==> src/hw/rtl/llsf_pkg.sv <==
// shared types, constants and status codes for the line fit core
`timescale 1ns / 1ps
package llsf_pkg;

    localparam int MaxPoints = 4096;
    localparam int CountW = 13;

    localparam logic [1:0] ST_OK       = 2'd0;
    localparam logic [1:0] ST_SINGULAR = 2'd1;
    localparam logic [1:0] ST_NOT_FIT  = 2'd2;
    localparam logic [1:0] ST_TOO_MANY = 2'd3;

    localparam logic CMD_ADD  = 1'b0;
    localparam logic CMD_EVAL = 1'b1;

    localparam logic KIND_FIT  = 1'b0;
    localparam logic KIND_EVAL = 1'b1;

    typedef struct packed {
        logic               command;
        logic signed [15:0] x;
        logic signed [15:0] y;
        logic               last;
    } in_item_t;

    typedef struct packed {
        logic               kind;
        logic signed [31:0] slope;
        logic signed [31:0] intercept;
        logic signed [15:0] y_value;
        logic [1:0]         status;
    } out_item_t;

    // controller to datapath
    typedef struct packed {
        logic accum;      // add the held point to the sums
        logic prod_load;  // start product phase
        logic prod_step;  // one product step
        logic div_start;  // load a divide (0 slope, 1 intercept)
        logic div_sel;
        logic div_step;
        logic div_store;  // store quotient
        logic fit_commit; // finish fit, clear sums
        logic eval_mul;
        logic eval_fin;
    } dp_cmd_t;

    // datapath to controller
    typedef struct packed {
        logic prod_done;
        logic div_done;
        logic fit_ok;
    } dp_stat_t;

endpackage

==> src/hw/rtl/llsf_ctrl.sv <==
// sequencer for accumulate, solve and evaluate
`timescale 1ns / 1ps
module llsf_ctrl (
    input  logic               clk,
    input  logic               rst_n,
    input  logic               in_valid,
    input  logic               in_command,
    input  logic               in_last,
    output logic               in_stall,
    output logic               out_valid,
    input  logic               out_stall,
    output llsf_pkg::dp_cmd_t  cmd,
    input  llsf_pkg::dp_stat_t stat
);

    localparam logic [2:0] S_IDLE   = 3'd0;
    localparam logic [2:0] S_PROD   = 3'd1;
    localparam logic [2:0] S_DIVM   = 3'd2;
    localparam logic [2:0] S_DIVB   = 3'd3;
    localparam logic [2:0] S_EVAL   = 3'd4;
    localparam logic [2:0] S_DIVM0  = 3'd5;
    localparam logic [2:0] S_DIVB0  = 3'd6;
    localparam logic [2:0] S_COMMIT = 3'd7;

    logic [2:0] state_reg, state_next;
    logic       ov_reg, ov_next;
    logic       take;

    assign in_stall  = (state_reg != S_IDLE) || (ov_reg && out_stall);
    assign out_valid = ov_reg;
    assign take      = in_valid && !in_stall;

    always_comb
    begin
        state_next = state_reg;
        ov_next    = ov_reg && out_stall;
        cmd        = '0;
        case (state_reg)
            S_IDLE:
            begin
                if (take)
                begin
                    if (in_command == llsf_pkg::CMD_EVAL)
                    begin
                        cmd.eval_mul = 1'b1;
                        state_next   = S_EVAL;
                    end
                    else
                    begin
                        cmd.accum = 1'b1;
                        if (in_last)
                        begin
                            cmd.prod_load = 1'b1;
                            state_next    = S_PROD;
                        end
                    end
                end
            end
            S_EVAL:
            begin
                cmd.eval_fin = 1'b1;
                ov_next      = 1'b1;
                state_next   = S_IDLE;
            end
            S_PROD:
            begin
                cmd.prod_step = 1'b1;
                if (stat.prod_done)
                    state_next = S_DIVM0;
            end
            S_DIVM0:
            begin
                if (stat.fit_ok)
                begin
                    cmd.div_start = 1'b1;
                    state_next    = S_DIVM;
                end
                else
                begin
                    cmd.fit_commit = 1'b1;
                    ov_next        = 1'b1;
                    state_next     = S_IDLE;
                end
            end
            S_DIVM:
            begin
                cmd.div_step = 1'b1;
                if (stat.div_done)
                begin
                    cmd.div_store = 1'b1;
                    state_next    = S_DIVB0;
                end
            end
            S_DIVB0:
            begin
                cmd.div_sel   = 1'b1;
                cmd.div_start = 1'b1;
                state_next    = S_DIVB;
            end
            S_DIVB:
            begin
                cmd.div_sel  = 1'b1;
                cmd.div_step = 1'b1;
                if (stat.div_done)
                begin
                    cmd.div_store = 1'b1;
                    state_next    = S_COMMIT;
                end
            end
            S_COMMIT:
            begin
                cmd.fit_commit = 1'b1;
                ov_next        = 1'b1;
                state_next     = S_IDLE;
            end
            default: state_next = S_IDLE;
        endcase
    end

    always_ff @(posedge clk or negedge rst_n)
    begin
        if (!rst_n)
        begin
            state_reg <= S_IDLE;
            ov_reg    <= 1'b0;
        end
        else
        begin
            state_reg <= state_next;
            ov_reg    <= ov_next;
        end
    end

endmodule

==> config.mk <==
export PLATFORM = sky130hd
export DESIGN_NAME = llsf_ctrl
export DESIGN_NICKNAME = d
export VERILOG_FILES = /design/src/hw/rtl/llsf_pkg.sv /design/src/hw/rtl/llsf_ctrl.sv
export SDC_FILE = /design/constraint.sdc
export NUM_CORES = 1
export LEC_CHECK = 0
export BUFFER_PORTS_ARGS = -buffer_cell sky130_fd_sc_hd__buf_4
export CAP_MARGIN = 20
export CORE_AREA = 2 2 39 41
export CTS_BUF_LIST = sky130_fd_sc_hd__clkbuf_4 sky130_fd_sc_hd__clkbuf_8
export DETAILED_ROUTE_END_ITERATION = 8
export DIE_AREA = 0 0 41 43
export PLACE_DENSITY = 0.66
export SYNTH_ARGS = -nofsm -noshare
export SYNTH_HDL_FRONTEND = slang
export SYNTH_SLANG_ARGS = --single-unit
==> constraint.sdc <==
create_clock -name clk -period 3.38 [get_ports clk]
set_input_delay 1.014 -clock clk [delete_from_list [all_inputs] [get_ports clk]]
set_output_delay 1.014 -clock clk [all_outputs]
set_load 0.02 [all_outputs]
==> impl_metrics.yaml <==
timing:
  fin_skew_ns: 0.000650
  holdWs_ns: 0.563
  worst_pin_slew_ns: 0.460
  fmax_mhz: 363
  finalSetupTns_ns: 0
  period_needed_ns: 2.76
  max_slew_margin_pct: 69.3
  setup_viol: 0
  finalHoldViolations: 0
  fin_crit_sh_pct: 81.6
  drv_slew: 0
  grt_setup_unrepaired: "false"
setup_path:
  cp-end-kind: "output pin"
  critical_path.startpoint_type: "input pin"
  cp.arrival_ns: 1.74
  cp_max_fo: 4
  ff2ff_setup_slack_ns: 1.85
  critical_path_class: "in -> out"
  required_ns: 2.37
global_routing:
  overflow: 0
  grt_pass1_vias: 276
  grt_usage_pct: 10.8
  antenna_found_initial: 0
  grt_pass1_wl_um: 1190
  grt_max_degree: 13
synthesis:
  yosysSeqAreaShare_pct: 25.4
  syn_nets: 51
  syn_area_um2: 394
  synth_largest_area_cell: "dfrtp_1"
  ys.flop_type: "dfrtp_1"
  syn_inst: 42
  yosysMostFrequentCell: "nor2_1"
  synth-async-reset-ratio_pct: 100
  synth_edf_count: 0
  synth.top_cells.by_count: "nor2_1, and2_1, dfrtp_1, nand2_1, inv_1"
  syn_area_per_cell_um2: 9.38
  synth_seq_cells: 4
  synth_top_area_share_pct: 25.4
  synth.distinct_cells: 24
  yosys-top-cells-area: "dfrtp_1, o2bb2ai_4, and2_1, buf_6, nor2_1"
  ys_warn_count: 0
floorplan:
  initial_core_util_pct: 28.5
  chipWidth_um: 41
  rows: 14
  pin_count: 21
  dieHeight_um: 43
  die-area_um2: 1760
  coreArea_um2: 1380
power_and_ir_drop:
  p_leak_nw: 0.266
  vdd_drop_max_mv: 0.390
  powerDensity_nw_per_um2: 940
  total_power_mw: 0.526
route:
  drc_errors: 0
  dr.pass1.iters: 2
  drt_iter0_markers: 4
  drt_wl_total_um: 802
  wl_per_cell_um: 10.3
  via_per_inst: 4.62
  ant_nets: 0
  num_vias: 360
clock_network:
  cts_setup_buffers: 0
  ctsResizeCount: 0
  max-clock-path-buffers: 2
  cts.sink_count: 4
  clk_pin_slew_ns: 0.04
  clock-root-buffer: "clkbuf_4"
  cts_hold_buf: 0
  numCtsBuffers: 3
  cts_tree: "yes"
  cts_max_level: 1
  insertion_delay_ns: 0.24
finish:
  instances_no_fill: 78
  final_nets: 73
  fillCellCount: 153
  drive_gt1_share_pct: 50.0
  largest_reg_flops: 3
  antenna_cells: 0
  area_growth_pct: 41.9
  stdcell_area_um2: 559
place:
  placed_cells: 75
  io_buffers: 20
  placed_cell_area_um2: 537
  gp_congestion: 0.706
  hpwlAfterDp_um: 601
run_status:
  status: "finished clean"
min_path:
  hold_path_class: "in -> async"
flow_run:
  maxCapViolCount: 0
## report_power, final
| part | switching (mW) | total [mW] | internal [mW] | leakage [nW] |
|---|---|---|---|---|
| combinational | 0.157 | 0.325 | 0.168 | 0.203 |
| sequential | 0.0675 | 0.139 | 0.0718 | 0.0490 |
| clock | 0.0217 | 0.0616 | 0.0399 | 0.0138 |
## worst paths after layout
check / depth (start not counted) / end / startpoint
worst max-delay path: 6 / cmd[8] / out_stall
min in group clk: 2 / out_valid / out_valid
worst max register to register: 4 / state_reg[0] / state_reg[1]
worst min register to register: 2 / out_valid / out_valid
max in group asynchronous: 1 / state_reg[1] / rst_n
worst min-delay path: 1 / out_valid / rst_n
## metrics by stage
stage,utilization [%],setup slack [ns]
floorplan,-,0.532
global placement,38.8,0.630
detailed placement,38.8,0.612
CTS,40.4,0.612
global route,40.4,0.529
finish,40.4,0.623
## layout by cell type (no fill, tap or decap), drive strengths merged
| master | instances |
|---|---|
| mux2 | 2 |
| nor2b | 2 |
| nand2b | 1 |
| nand2 | 4 |
| and2 | 4 |
| nand3 | 1 |
| clkbuf | 3 |
| o2bb2ai | 1 |
| buf | 20 |
| nor4 | 1 |
| a2111oi | 1 |
| dfrtp | 4 |
| a211oi | 1 |
| a21boi | 2 |
| xor2 | 1 |
| inv | 3 |
| a21oi | 1 |
| nand3b | 1 |
| nor2 | 6 |
| nor3b | 1 |
| nor3 | 2 |
## logic make-up after synthesis
family / share of synthesized area, %
multiplexers: 6.67
AND/OR/NAND/NOR: 36.2
AO/OA/AOI/OAI: 19.7
buffers and inverters: 9.84
flip-flops: 25.4
XOR/XNOR: 2.22
## worst max-delay path, stage by stage
cell and delay [ns]:
buf_4 0.11, nand2_1 0.13, nand3_1 0.11, nor2_1 0.12, and2_1 0.13, buf_4 0.13
## area by class of cell
class	instances	area, um^2	share of cell area (%)
Multi-Input combinational cell	32	255	45.6
Inverter	3	11.3	2.01
Clock buffer	3	22.5	4.03
Timing Repair Buffer	20	150	26.8
Tap cell	16	20.0	3.58
Sequential cell	4	100	17.9
## routing by layer
metal,wire [um],track usage (%)
met5,0,0
met4,0,6.00
met3,90,7.85
met2,335,12.2
met1,377,14.2
Note: power is estimated with default switching activity, not from simulation.
